$ cat src/rtl/usw_pkg.sv
// ----------------------------------------------------------------------------
// usw_pkg: shared definitions for the link stall watchdog
// Register indexes, reset values, phase codes and the settings bundle.
// ----------------------------------------------------------------------------
package usw_pkg;

   localparam int unsigned REG_W  = 16;
   localparam int unsigned ADDR_W = 4;

   // Register indexes on the configuration port.
   localparam logic [1:0] REG_STUCK_LIMIT  = 2'd0;
   localparam logic [1:0] REG_OFF_TIME     = 2'd1;
   localparam logic [1:0] REG_HOST_WAIT    = 2'd2;
   localparam logic [1:0] REG_MIN_INTERVAL = 2'd3;

   localparam logic [REG_W-1:0] STUCK_LIMIT_DEFAULT  = 16'd1500;
   localparam logic [REG_W-1:0] OFF_TIME_DEFAULT     = 16'd500;
   localparam logic [REG_W-1:0] HOST_WAIT_DEFAULT    = 16'd5000;
   localparam logic [REG_W-1:0] MIN_INTERVAL_DEFAULT = 16'd10000;

   localparam logic [1:0] PHASE_WATCH = 2'd0;
   localparam logic [1:0] PHASE_OFF   = 2'd1;
   localparam logic [1:0] PHASE_WAIT  = 2'd2;

   typedef struct packed {
      logic [REG_W-1:0] stuck_limit_ms;
      logic [REG_W-1:0] off_time_ms;
      logic [REG_W-1:0] host_wait_ms;
      logic [REG_W-1:0] min_interval_ms;
   } usw_cfg_type;

endpackage

$ cat src/rtl/usw_csr.sv
// ----------------------------------------------------------------------------
// usw_csr: configuration registers
// APB-style write and read access to the four timing settings.
// ----------------------------------------------------------------------------
module usw_csr (
   input  logic                        clock,
   input  logic                        reset,
   input  logic                        psel,
   input  logic                        penable,
   input  logic                        pwrite,
   input  logic [usw_pkg::ADDR_W-1:0]  paddr,
   input  logic [31:0]                 pwdata,
   output logic [31:0]                 prdata,
   output logic                        pready,
   output usw_pkg::usw_cfg_type        cfg
);

   usw_pkg::usw_cfg_type cfg_ff, cfg_in;
   logic                 wr_en;
   logic [1:0]           reg_idx;
   logic [usw_pkg::REG_W-1:0] rd_val;

   assign pready  = 1'b1;
   assign wr_en   = psel & penable & pwrite;
   assign reg_idx = paddr[3:2];

   always_comb begin
      cfg_in = cfg_ff;
      if (wr_en) begin
         unique case (reg_idx)
            usw_pkg::REG_STUCK_LIMIT:  cfg_in.stuck_limit_ms  = pwdata[15:0];
            usw_pkg::REG_OFF_TIME:     cfg_in.off_time_ms     = pwdata[15:0];
            usw_pkg::REG_HOST_WAIT:    cfg_in.host_wait_ms    = pwdata[15:0];
            usw_pkg::REG_MIN_INTERVAL: cfg_in.min_interval_ms = pwdata[15:0];
            default:                   cfg_in = cfg_ff;
         endcase
      end
   end

   always_ff @(posedge clock) begin
      if (reset) begin
         cfg_ff.stuck_limit_ms  <= usw_pkg::STUCK_LIMIT_DEFAULT;
         cfg_ff.off_time_ms     <= usw_pkg::OFF_TIME_DEFAULT;
         cfg_ff.host_wait_ms    <= usw_pkg::HOST_WAIT_DEFAULT;
         cfg_ff.min_interval_ms <= usw_pkg::MIN_INTERVAL_DEFAULT;
      end else begin
         cfg_ff <= cfg_in;
      end
   end

   always_comb begin
      unique case (reg_idx)
         usw_pkg::REG_STUCK_LIMIT:  rd_val = cfg_ff.stuck_limit_ms;
         usw_pkg::REG_OFF_TIME:     rd_val = cfg_ff.off_time_ms;
         usw_pkg::REG_HOST_WAIT:    rd_val = cfg_ff.host_wait_ms;
         usw_pkg::REG_MIN_INTERVAL: rd_val = cfg_ff.min_interval_ms;
         default:                   rd_val = '0;
      endcase
   end

   assign prdata = {16'd0, rd_val};
   assign cfg    = cfg_ff;

endmodule

$ cat src/rtl/usw_engine.sv
// ----------------------------------------------------------------------------
// usw_engine: watchdog state and decision logic
// Evaluates one poll from the input register and commits the new state
// when the beat moves on to the result register.
// ----------------------------------------------------------------------------
module usw_engine (
   input  logic                        clock,
   input  logic                        reset,
   input  usw_pkg::usw_cfg_type        cfg,
   input  logic                        commit,
   input  logic [31:0]                 now_ms,
   input  logic                        link_awake,
   input  logic                        port_open,
   input  logic                        serial_busy,
   input  logic                        hid_busy,
   input  logic                        data_waiting,
   input  logic [31:0]                 bytes_taken,
   input  logic [31:0]                 config_count,
   input  logic                        reconnect_request,
   output logic                        do_disconnect,
   output logic                        do_connect,
   output logic [1:0]                  phase_now,
   output logic [31:0]                 reconnect_total
);

   logic [1:0]  phase_ff, phase_in;
   logic [31:0] phase_start_ff, phase_start_in;
   logic        serial_held_ff, serial_held_in;
   logic        hid_held_ff, hid_held_in;
   logic        data_held_ff, data_held_in;
   logic [31:0] serial_since_ff, serial_since_in;
   logic [31:0] hid_since_ff, hid_since_in;
   logic [31:0] data_since_ff, data_since_in;
   logic [31:0] last_bytes_ff;
   logic [31:0] reconnects_ff, reconnects_in;
   logic [31:0] last_rc_time_ff, last_rc_time_in;
   logic [31:0] cfg_at_rc_ff, cfg_at_rc_in;
   logic        req_pend_ff, req_pend_in;

   logic        pend, moved;
   logic        s_hold, h_hold, d_hold;
   logic [31:0] s_time, h_time, d_time;
   logic [31:0] phase_age, rc_age;
   logic        any_stuck, too_soon, go;

   assign pend      = req_pend_ff | reconnect_request;
   assign moved     = bytes_taken != last_bytes_ff;
   assign phase_age = now_ms - phase_start_ff;
   assign rc_age    = now_ms - last_rc_time_ff;

   assign s_hold = link_awake & port_open & serial_busy;
   assign h_hold = link_awake & hid_busy;
   assign d_hold = link_awake & data_waiting & ~moved;

   // A condition that starts holding on this poll has a held time of zero.
   assign s_time = (s_hold & serial_held_ff) ? now_ms - serial_since_ff : '0;
   assign h_time = (h_hold & hid_held_ff)    ? now_ms - hid_since_ff    : '0;
   assign d_time = (d_hold & data_held_ff)   ? now_ms - data_since_ff   : '0;

   assign any_stuck = (s_time >= {16'd0, cfg.stuck_limit_ms}) |
                      (h_time >= {16'd0, cfg.stuck_limit_ms}) |
                      (d_time >= {16'd0, cfg.stuck_limit_ms});
   assign too_soon  = (reconnects_ff != '0) & (rc_age < {16'd0, cfg.min_interval_ms});

   always_comb begin
      phase_in        = phase_ff;
      phase_start_in  = phase_start_ff;
      serial_held_in  = serial_held_ff;
      hid_held_in     = hid_held_ff;
      data_held_in    = data_held_ff;
      serial_since_in = serial_since_ff;
      hid_since_in    = hid_since_ff;
      data_since_in   = data_since_ff;
      reconnects_in   = reconnects_ff;
      last_rc_time_in = last_rc_time_ff;
      cfg_at_rc_in    = cfg_at_rc_ff;
      req_pend_in     = pend;
      go              = 1'b0;
      do_disconnect   = 1'b0;
      do_connect      = 1'b0;
      unique case (phase_ff)
         usw_pkg::PHASE_OFF: begin
            if (phase_age >= {16'd0, cfg.off_time_ms}) begin
               cfg_at_rc_in   = config_count;
               phase_in       = usw_pkg::PHASE_WAIT;
               phase_start_in = now_ms;
               do_connect     = 1'b1;
            end
         end
         usw_pkg::PHASE_WAIT: begin
            if ((config_count != cfg_at_rc_ff) ||
                (phase_age >= {16'd0, cfg.host_wait_ms})) begin
               phase_in = usw_pkg::PHASE_WATCH;
            end
         end
         default: begin
            // The unused phase code behaves as watching.
            if (s_hold && !serial_held_ff) serial_since_in = now_ms;
            if (h_hold && !hid_held_ff)    hid_since_in    = now_ms;
            if (d_hold && !data_held_ff)   data_since_in   = now_ms;
            go = pend | (any_stuck & ~too_soon);
            if (go) begin
               req_pend_in     = 1'b0;
               serial_held_in  = 1'b0;
               hid_held_in     = 1'b0;
               data_held_in    = 1'b0;
               reconnects_in   = reconnects_ff + 32'd1;
               last_rc_time_in = now_ms;
               phase_in        = usw_pkg::PHASE_OFF;
               phase_start_in  = now_ms;
               do_disconnect   = 1'b1;
            end else begin
               serial_held_in = s_hold;
               hid_held_in    = h_hold;
               data_held_in   = d_hold;
            end
         end
      endcase
   end

   always_ff @(posedge clock) begin
      if (reset) begin
         phase_ff        <= usw_pkg::PHASE_WATCH;
         phase_start_ff  <= '0;
         serial_held_ff  <= 1'b0;
         hid_held_ff     <= 1'b0;
         data_held_ff    <= 1'b0;
         serial_since_ff <= '0;
         hid_since_ff    <= '0;
         data_since_ff   <= '0;
         last_bytes_ff   <= '0;
         reconnects_ff   <= '0;
         last_rc_time_ff <= '0;
         cfg_at_rc_ff    <= '0;
         req_pend_ff     <= 1'b0;
      end else if (commit) begin
         phase_ff        <= phase_in;
         phase_start_ff  <= phase_start_in;
         serial_held_ff  <= serial_held_in;
         hid_held_ff     <= hid_held_in;
         data_held_ff    <= data_held_in;
         serial_since_ff <= serial_since_in;
         hid_since_ff    <= hid_since_in;
         data_since_ff   <= data_since_in;
         last_bytes_ff   <= bytes_taken;
         reconnects_ff   <= reconnects_in;
         last_rc_time_ff <= last_rc_time_in;
         cfg_at_rc_ff    <= cfg_at_rc_in;
         req_pend_ff     <= req_pend_in;
      end
   end

   assign phase_now       = phase_in;
   assign reconnect_total = reconnects_in;

endmodule

$ cat src/rtl/usb_link_stall_watchdog_top.sv
// ----------------------------------------------------------------------------
// usb_link_stall_watchdog_top: USB link stall watchdog
// An accepted poll beat passes through the input register, then the result
// register. Throughput: one poll per cycle while rsp_stall does not hold the
// result register; the state update between the two registers is combinational.
// Reset is synchronous and active high; it restores the default timing
// settings and returns the watchdog to watching with all timers cleared.
// ----------------------------------------------------------------------------
module usb_link_stall_watchdog_top (
   input  logic                        clock,
   input  logic                        reset,
   input  logic                        req_valid,
   output logic                        req_stall,
   input  logic [31:0]                 req_now_ms,
   input  logic                        req_link_awake,
   input  logic                        req_port_open,
   input  logic                        req_serial_busy,
   input  logic                        req_hid_busy,
   input  logic                        req_data_waiting,
   input  logic [31:0]                 req_bytes_taken,
   input  logic [31:0]                 req_config_count,
   input  logic                        req_reconnect_request,
   output logic                        rsp_valid,
   input  logic                        rsp_stall,
   output logic                        rsp_do_disconnect,
   output logic                        rsp_do_connect,
   output logic [1:0]                  rsp_phase_now,
   output logic [31:0]                 rsp_reconnect_total,
   input  logic                        psel,
   input  logic                        penable,
   input  logic                        pwrite,
   input  logic [usw_pkg::ADDR_W-1:0]  paddr,
   input  logic [31:0]                 pwdata,
   output logic [31:0]                 prdata,
   output logic                        pready
);

   usw_pkg::usw_cfg_type cfg;

   logic        in_vld_ff, in_vld_in;
   logic [31:0] now_ff, bytes_ff, cfgcnt_ff;
   logic        awake_ff, open_ff, sbusy_ff, hbusy_ff, dwait_ff, rreq_ff;
   logic        out_vld_ff, out_vld_in;
   logic        disc_ff, conn_ff;
   logic [1:0]  phase_ff;
   logic [31:0] total_ff;

   logic        out_free, advance, take;
   logic        disc_w, conn_w;
   logic [1:0]  phase_w;
   logic [31:0] total_w;

   usw_csr u_csr (
      .clock   (clock),
      .reset   (reset),
      .psel    (psel),
      .penable (penable),
      .pwrite  (pwrite),
      .paddr   (paddr),
      .pwdata  (pwdata),
      .prdata  (prdata),
      .pready  (pready),
      .cfg     (cfg)
   );

   // The result register frees up in the same cycle its beat is taken.
   assign out_free  = ~out_vld_ff | ~rsp_stall;
   assign advance   = in_vld_ff & out_free;
   assign req_stall = in_vld_ff & ~out_free;
   assign take      = req_valid & ~req_stall;

   assign in_vld_in  = take | (in_vld_ff & ~advance);
   assign out_vld_in = advance | (out_vld_ff & rsp_stall);

   usw_engine u_engine (
      .clock             (clock),
      .reset             (reset),
      .cfg               (cfg),
      .commit            (advance),
      .now_ms            (now_ff),
      .link_awake        (awake_ff),
      .port_open         (open_ff),
      .serial_busy       (sbusy_ff),
      .hid_busy          (hbusy_ff),
      .data_waiting      (dwait_ff),
      .bytes_taken       (bytes_ff),
      .config_count      (cfgcnt_ff),
      .reconnect_request (rreq_ff),
      .do_disconnect     (disc_w),
      .do_connect        (conn_w),
      .phase_now         (phase_w),
      .reconnect_total   (total_w)
   );

   always_ff @(posedge clock) begin
      if (reset) begin
         in_vld_ff  <= 1'b0;
         out_vld_ff <= 1'b0;
      end else begin
         in_vld_ff  <= in_vld_in;
         out_vld_ff <= out_vld_in;
      end
   end

   always_ff @(posedge clock) begin
      if (take) begin
         now_ff    <= req_now_ms;
         awake_ff  <= req_link_awake;
         open_ff   <= req_port_open;
         sbusy_ff  <= req_serial_busy;
         hbusy_ff  <= req_hid_busy;
         dwait_ff  <= req_data_waiting;
         bytes_ff  <= req_bytes_taken;
         cfgcnt_ff <= req_config_count;
         rreq_ff   <= req_reconnect_request;
      end
      if (advance) begin
         disc_ff  <= disc_w;
         conn_ff  <= conn_w;
         phase_ff <= phase_w;
         total_ff <= total_w;
      end
   end

   assign rsp_valid           = out_vld_ff;
   assign rsp_do_disconnect   = disc_ff;
   assign rsp_do_connect      = conn_ff;
   assign rsp_phase_now       = phase_ff;
   assign rsp_reconnect_total = total_ff;

endmodule
$ cat config.mk
export PLATFORM = sky130hd
export DESIGN_NAME = usb_link_stall_watchdog_top
export DESIGN_NICKNAME = d
export VERILOG_FILES = /design/src/rtl/usw_pkg.sv /design/src/rtl/usw_csr.sv /design/src/rtl/usw_engine.sv /design/src/rtl/usb_link_stall_watchdog_top.sv
export SDC_FILE = /design/constraint.sdc
export NUM_CORES = 1
export LEC_CHECK = 0
export BUFFER_PORTS_ARGS = -buffer_cell sky130_fd_sc_hd__buf_2
export CAP_MARGIN = 25
export CORE_ASPECT_RATIO = 1.2
export CORE_UTILIZATION = 45
export CTS_CLUSTER_DIAMETER = 60
export CTS_CLUSTER_SIZE = 8
export DETAILED_ROUTE_END_ITERATION = 16
export PLACE_DENSITY = 0.58
export SKIP_CTS_REPAIR_TIMING = 1
export SKIP_LAST_GASP = 1
export SLEW_MARGIN = 20
export SYNTH_ARGS = -nofsm -noshare
export SYNTH_HDL_FRONTEND = slang
export SYNTH_SLANG_ARGS = --single-unit
$ cat constraint.sdc
create_clock -name clock -period 7.5 [get_ports clock]
set_clock_uncertainty 0.1 [all_clocks]
set_input_delay 0.375 -clock clock [delete_from_list [all_inputs] [get_ports clock]]
set_output_delay 0.375 -clock clock [all_outputs]
set_load 0.03 [all_outputs]
# After elaboration in Yosys (flattened, before gate mapping)
# Index checks and enable logic that the tools add are counted.
dict set report classes {
  n_addsub 6
  magnitude_cmp 6
  n_eq_ne 8
  mux 20
  n_bitwise 33
  n_reduce_logical 22
}
# cell count
set ops {}
lappend ops {{two-way mux 32 bit} 7}
lappend ops {{>= comparator 32 x 16 -> 1 bit} 5}
lappend ops {{subtractor 32 bit} 5}
lappend ops {{inequality test 32 bit} 2}
lappend ops {{one-hot mux 16 bit (4 select lines)} 1}
lappend ops {{one-hot mux 32 bit (2 select lines)} 1}
lappend ops {{adder 32 x 1 -> 32 bit, second input constant} 1}
lappend ops {{less-than comparator 32 x 16 -> 1 bit} 1}
lappend ops {{nonzero test 32 bit} 1}
lappend ops {{AND 1 bit} 17}
lappend ops {{AND reduction 3 bit} 5}
lappend ops {{AND reduction 2 bit} 5}
lappend ops {{NOT 1 bit} 9}
lappend ops {{two-way mux 1 bit} 7}
lappend ops {{bitwise OR 1 bit} 7}
lappend ops {{equality test 2 bit, second input constant} 3}
lappend ops {{two-way mux 2 bit} 3}
lappend ops {{equality test 2 x 1 -> 1 bit, second input constant} 2}
lappend ops {{one-hot mux 2 bit (2 select lines)} 1}
lappend ops {{AND reduction 4 bit} 1}
lappend ops {{logical AND 1 bit} 3}
lappend ops {{zero test 1 bit} 3}
lappend ops {{zero test 2 bit} 1}
lappend ops {{inequality test 2 x 1 -> 1 bit, second input constant} 1}
lappend ops {{3 further kinds} 3}
dict set report word_totals {
  register_bits 466
}

# Depth between registers and ports, before layout
dict set report logic_depth {
  ltp_word 11
  ltp_mapped 30
  ltp_nobuf 27
}

# Cells and area by module
# Synthesis repeated with hierarchy kept, for this count alone.
dict set report unflattened {
  hier_cells 3481
  hier_area_um2 30347.9
}
# module n_inst cells_per_inst area_per_inst_um2
set by_module_without_submodules {}
lappend by_module_without_submodules {usw_engine 1 3035 23002.1}
lappend by_module_without_submodules {usb_link_stall_watchdog_top 1 148 4230.3}
lappend by_module_without_submodules {usw_csr 1 298 3115.5}

# Least setup slack after synthesis
# Ideal clock, no wire load.
dict set report synth_path {
  kind {reg-to-reg}
  from {reg out_vld_ff (netlist: rsp_valid)}
  to {reg awake_ff, enable pin}
  arrival_time_ns 5.248
  t_required_ns 6.826
  setup_slack_ns 1.578
  stages_incl_launch_ff 3
  n_path_buf 0
  synth_period_minus_slack_ns 5.922
  path_cell_list {dfxtp_1 and3_1 nor2b_1}
}
dict set report synth_between {
  elab_chain_cells 6
}
# item line_no
set synth_lines {}
lappend synth_lines {{start, declared} usb_link_stall_watchdog_top.sv:43} ;# logic out_vld_ff, out_vld_in;
lappend synth_lines {{start signal, assigned} usb_link_stall_watchdog_top.sv:101} ;# out_vld_ff <= out_vld_in;
lappend synth_lines {{NOT 1 bit} usb_link_stall_watchdog_top.sv:67} ;# assign out_free = ~out_vld_ff | ~rsp_stall;
lappend synth_lines {{bitwise OR 1 bit} usb_link_stall_watchdog_top.sv:67}
lappend synth_lines {{NOT 1 bit} usb_link_stall_watchdog_top.sv:69} ;# assign req_stall = in_vld_ff & ~out_free;
lappend synth_lines {{AND 1 bit} usb_link_stall_watchdog_top.sv:69}
lappend synth_lines {{via req_stall} usb_link_stall_watchdog_top.sv:13} ;# output logic req_stall,
lappend synth_lines {{NOT 1 bit} usb_link_stall_watchdog_top.sv:70} ;# assign take = req_valid & ~req_stall;
lappend synth_lines {{AND 1 bit} usb_link_stall_watchdog_top.sv:70}
lappend synth_lines {{via take} usb_link_stall_watchdog_top.sv:48} ;# logic out_free, advance, take;
lappend synth_lines {{end signal, assigned} usb_link_stall_watchdog_top.sv:108} ;# awake_ff <= req_link_awake;
lappend synth_lines {{end, declared} usb_link_stall_watchdog_top.sv:42} ;# logic awake_ff, open_ff, sbusy_ff, hbusy_ff, dwait_ff, rreq_ff;
# The timed path passes the listed nets, and every way through them passes these cells.
# A chain may end at the register's enable or synchronous reset.

# Worst setup path after layout
dict set report layout_path {
  from {reg now_ff[0]}
  to {reg total_ff[1] (netlist: rsp_reconnect_total[1]) (data pin)}
}
dict set report layout_between {
  elab_chain_cells 9
  elab_cells_between_ends 19
  cone_classes {add/sub: 4; order compare: 4; mux: 5; bitwise: 6}
}
# item line_no
set layout_lines {}
lappend layout_lines {{start, declared} usb_link_stall_watchdog_top.sv:41} ;# logic [31:0] now_ff, bytes_ff, cfgcnt_ff;
lappend layout_lines {{start signal, assigned} usb_link_stall_watchdog_top.sv:107} ;# now_ff <= req_now_ms;
lappend layout_lines {{subtractor 32 bit, on equally long branches} {usw_engine.sv:56, usw_engine.sv:57}}
lappend layout_lines {{two-way mux 32 bit, on equally long branches} {usw_engine.sv:56, usw_engine.sv:57}}
lappend layout_lines {{>= comparator 32 x 16 -> 1 bit, on equally long branches} {usw_engine.sv:60, usw_engine.sv:61}}
lappend layout_lines {{bitwise OR 1 bit} usw_engine.sv:60} ;# assign any_stuck = (s_time >= {16'd0, cfg.stuck_limit_ms}) |
lappend layout_lines {{bitwise OR 1 bit} usw_engine.sv:61} ;# (h_time >= {16'd0, cfg.stuck_limit_ms}) |
lappend layout_lines {{AND 1 bit (*)} usw_engine.sv:101} ;# go = pend | (any_stuck & ~too_soon);
lappend layout_lines {{bitwise OR 1 bit (*)} usw_engine.sv:101}
lappend layout_lines {{two-way mux 32 bit (*)} usw_engine.sv:102} ;# if (go) begin
lappend layout_lines {{two-way mux 32 bit (*)} usw_engine.sv:81} ;# unique case (phase_ff)
lappend layout_lines {{via total_w[1]} usb_link_stall_watchdog_top.sv:51} ;# logic [31:0] total_w;
lappend layout_lines {{end signal, assigned} usb_link_stall_watchdog_top.sv:121} ;# total_ff <= total_w;
lappend layout_lines {{end, declared} usb_link_stall_watchdog_top.sv:46} ;# logic [31:0] total_ff;
# Mark *: on every way through the listed nets, which the timed path passes. The rest lies on a longest branch.

==> impl_metrics.env <==
export IMPL_grt_total_usage_pct=26.09
export IMPL_wl_mm=92.79
export IMPL_numClockSinks=466
export IMPL_slew_violations=0
export IMPL_num_fill_cells=6453
export IMPL_die_h_um=289.0
export IMPL_power_frac_comb_pct=18.1
export IMPL_yosys_area_share_adder_pct=10.61
export IMPL_synth_top_family_by_area="compound AO/OA/AOI/OAI gates"
export IMPL_internal_power_w=0.004955
export IMPL_yosys_area_share_xor_xnor_pct=5.303
export IMPL_p_sw_w=0.002067
export IMPL_setup_violations=0
export IMPL_crit_type="reg2reg"
export IMPL_clk_latency_ns=0.62
export IMPL_path_clk_slew_ns=0.06
export IMPL_ctsRootBufferMaster="clkbuf_16"
export IMPL_synth_area_leaders="dfxtp_1 21%, edfxtp_1 13%, ha_1 10%"
export IMPL_initial_core_util_pct=45.73
export IMPL_critPathArrivalTime_ns=6.93
export IMPL_coreArea_mm2=0.06753
export IMPL_yosysTopAreaCell="dfxtp_1"
export IMPL_seq_area_mm2=0.01071
export IMPL_max_stage_delay_ns=0.51
export IMPL_cp_max_fo=17
export IMPL_synth_compound_area_share_pct=19.23
export IMPL_synth_edf_count=138
export IMPL_fmax_mhz=150.1
export IMPL_ant_nets=0
export IMPL_synth_mux_area_share_pct=4.894
export IMPL_grt_pass1_vias=26134
export IMPL_yosysMostFrequentCell="nand2_1"
export IMPL_synth_async_reset_ratio_pct=0
export IMPL_viasPerCell=5.633
export IMPL_power_frac_clock_pct=42.5
export IMPL_power_switching_share_pct=29.44
export IMPL_io_buffers=180
export IMPL_final_setup_tns_ns=0
export IMPL_grt_ovfl_total=0
export IMPL_tritoncts="built"
export IMPL_cts_buffers=70
export IMPL_worstPathBufferInverterCount=2
export IMPL_multi_input_area_mm2=0.01837
export IMPL_drc_errors=0
export IMPL_tightestPinTransition_ns=1.332
export IMPL_finish_instance_area_mm2=0.03573
export IMPL_required_ns=7.77
export IMPL_drv_cap=0
export IMPL_p_per_area_mw_per_mm2=196.5
export IMPL_synth_seq_cells=466
export IMPL_drtPass1Iterations=6
export IMPL_synthSimpleGateAreaFrac_pct=19.08
export IMPL_synth_area_mm2=0.03089
export IMPL_dieArea_mm2=0.06969
export IMPL_grt_max_degree=182
export IMPL_hold_violations=0
export IMPL_ys_top_cells_by_count="552 x nand2_1, 385 x a21oi_1, 328 x dfxtp_1, 268 x inv_1, 254 x ha_1"
export IMPL_grt_antenna_before_repair=0
export IMPL_synth_ff_type="dfxtp_1"
export IMPL_ios=216
export IMPL_placed_cell_area_mm2=0.03247
export IMPL_grt_pass1_wl_mm=143.5
export IMPL_fin_crit_sh_pct=88.84
export IMPL_wire_per_inst_um=18.89
export IMPL_areaGrowthSynthToFinish_pct=15.69
export IMPL_synthDistinctLibCells=95
export IMPL_yosys_area_top_type_share_pct=21.26
export IMPL_syn_avg_cell_area_um2=8.292
export IMPL_pwr_share_seq_pct=39.3
export IMPL_die_w_um=241.2
export IMPL_drive_above_1_share_pct=9.225
export IMPL_period_minus_slack_ns=6.663
export IMPL_max_vdd_ir_drop_mv=0.3087
export IMPL_relSlewSlack_pct=11.19
export IMPL_dpl_hpwl_mm=66.77
export IMPL_nets=4368
export IMPL_cts_htree_levels=3
export IMPL_p_leak_nw=13.72
export IMPL_rsz0062_at_grt="false"
export IMPL_vias=27667
export IMPL_n_antenna_cell=0
export IMPL_core_rowCount=104
export IMPL_dr_first_iter_drc_count=1549
export IMPL_hold_path_class="in2reg"
export IMPL_slowest_stage="o31a_2"
export IMPL_ys_seq_area_share_pct=34.68
export IMPL_synthCells=3725
export IMPL_path_cells="inv_1 -> ha_1 -> fa_1 -> nor2b_1 -> o211ai_1 -> a21oi_1 -> a21boi_0 -> buf_4 -> xor2_1 -> nor2_1 -> ha_1 -> a2111oi_0 -> o21ai_0 -> a211oi_1 -> o211ai_1 -> or3_1 -> a221o_1 -> nor3_1 -> and4_1 -> o21ai_2 -> o31a_2 -> nand2_1 -> mux2_2"
export IMPL_clk_path_buf_depth=3
export IMPL_end_kind="flop"
export IMPL_gp_congestion=0.9368
export IMPL_cp_start_kind="flop"
export IMPL_outcome="complete, no violations"
export IMPL_ys_warn_count=0
export IMPL_critPathTopFamily="compound AO/OA/AOI/OAI gates"
[power by group through the flow]
stage | registers (W) | clock network (W) | logic (W)
floorplan | 0.00281 | 0 | 0.000861
global placement | 0.00281 | 0 | 0.00120
detailed placement | 0.00281 | 0 | 0.00121
CTS | 0.00276 | 0.00305 | 0.00121
global route | 0.00277 | 0.00315 | 0.00141
finish | 0.00276 | 0.00299 | 0.00127
[worst register-to-register path, cell delays in order, from the launching register on]
cell       delay, ns
edfxtp_1        0.49
inv_1           0.20
ha_1            0.28
fa_1            0.40
nor2b_1         0.22
o211ai_1        0.17
a21oi_1         0.37
a21boi_0        0.17
buf_4           0.20
xor2_1          0.14
nor2_1          0.09
ha_1            0.20
a2111oi_0       0.36
o21ai_0         0.18
a211oi_1        0.30
o211ai_1        0.13
or3_1           0.48
a221o_1         0.33
nor3_1          0.18
and4_1          0.22
o21ai_2         0.14
o31a_2          0.51
nand2_1         0.22
mux2_2          0.36
[cells in the final DEF (no fill, tap or decap), drive strengths merged, types with 16 or more instances in the layout]
cell type / instances
xor2: 117
and2: 16
or3: 28
nand2b: 25
edfxtp: 138
inv: 273
ha: 254
clkbuf: 111
conb: 17
nand4: 61
o21bai: 21
or4: 27
nor2b: 31
mux2i: 106
o21ai: 170
nor4: 38
a211oi: 33
nand3: 98
a2111oi: 16
dlygate4sd3: 120
a21oi: 385
nand2: 553
nor3: 54
nor2: 244
a31oi: 27
o211ai: 47
o21a: 38
and3: 44
buf: 222
dfxtp: 328
xnor2: 70
a21o: 66
o31ai: 31
mux4: 16
[registers in the layout (all words and copies together) (netlist names), 2 cells and up]
register,flops
u_engine.data_since_ff,32
u_engine.phase_start_ff,32
u_engine.last_bytes_ff,32
u_csr.cfg,64
u_engine.reconnects_ff,32
cfgcnt_ff,32
u_engine.cfg_at_rc_ff,32
u_engine.phase_ff,2
u_engine.serial_since_ff,32
now_ff,32
rsp_reconnect_total,32
u_engine.last_rc_time_ff,32
bytes_ff,32
rsp_phase_now,2
u_engine.hid_since_ff,32
[final cells by class]
cell class | instances | area share, %
clock buffers | 111 | 5.445
multi-input cells | 2813 | 51.40
flip-flops and latches | 466 | 29.97
inverters | 271 | 2.847
well taps | 901 | 3.155
clock inverters | 8 | 0.3186
repair buffers | 342 | 6.863
[per-stage QoR]
step | total power (W) | util, % | setup slack, ns | std cells | hold WS, ns
finish | 0.007023 | 52.91 | 0.8367 | 4912 | 0.1171
detailed placement | 0.004019 | 48.08 | 0.8610 | 4673 | 0.3459
global placement | 0.004016 | 48.08 | 0.9658 | 4673 | 0.3419
global route | 0.007329 | 52.91 | 0.4729 | 4912 | 0.1557
CTS | 0.007030 | 51.13 | 0.8057 | 4792 | -0.1967
floorplan | 0.003672 | - | 1.578 | 3740 | 0.3347
[per-layer routing]
| layer | global-route usage (%) | vias to the layer above | wire length (µm) |
|---|---|---|---|
| met5 | 0 | - | 0 |
| met4 | 8.228 | 0 | 2642 |
| met3 | 3.716 | 163 | 4017 |
| met2 | 46.90 | 636 | 47070 |
| met1 | 31.84 | 13144 | 39060 |
| li1 | - | 13724 | - |
[path summary, 6_finish.rpt]
path | from | end | slack, ns | depth (start not counted)
setup / recovery | now_ff[0] | rsp_reconnect_total[1] | 0.84 | 23
hold / removal | reset | u_engine.reconnects_ff[17] | 0.12 | 2
setup reg to reg | now_ff[0] | rsp_reconnect_total[1] | 0.84 | 23
hold reg to reg | u_engine.serial_since_ff[16] | u_engine.serial_since_ff[16] | 0.35 | 2
[kinds of logic after synthesis]
kind of cell / Yosys count
xor gates and xnor gates: 187
muxes: 130
buffers and inverters: 461
other: 2
and+or+nand+nor: 1269
DFF: 466
AOI/OAI and AO/OA: 951
adders and majority gates: 259
Note: power is estimated with default switching activity, not from simulation.
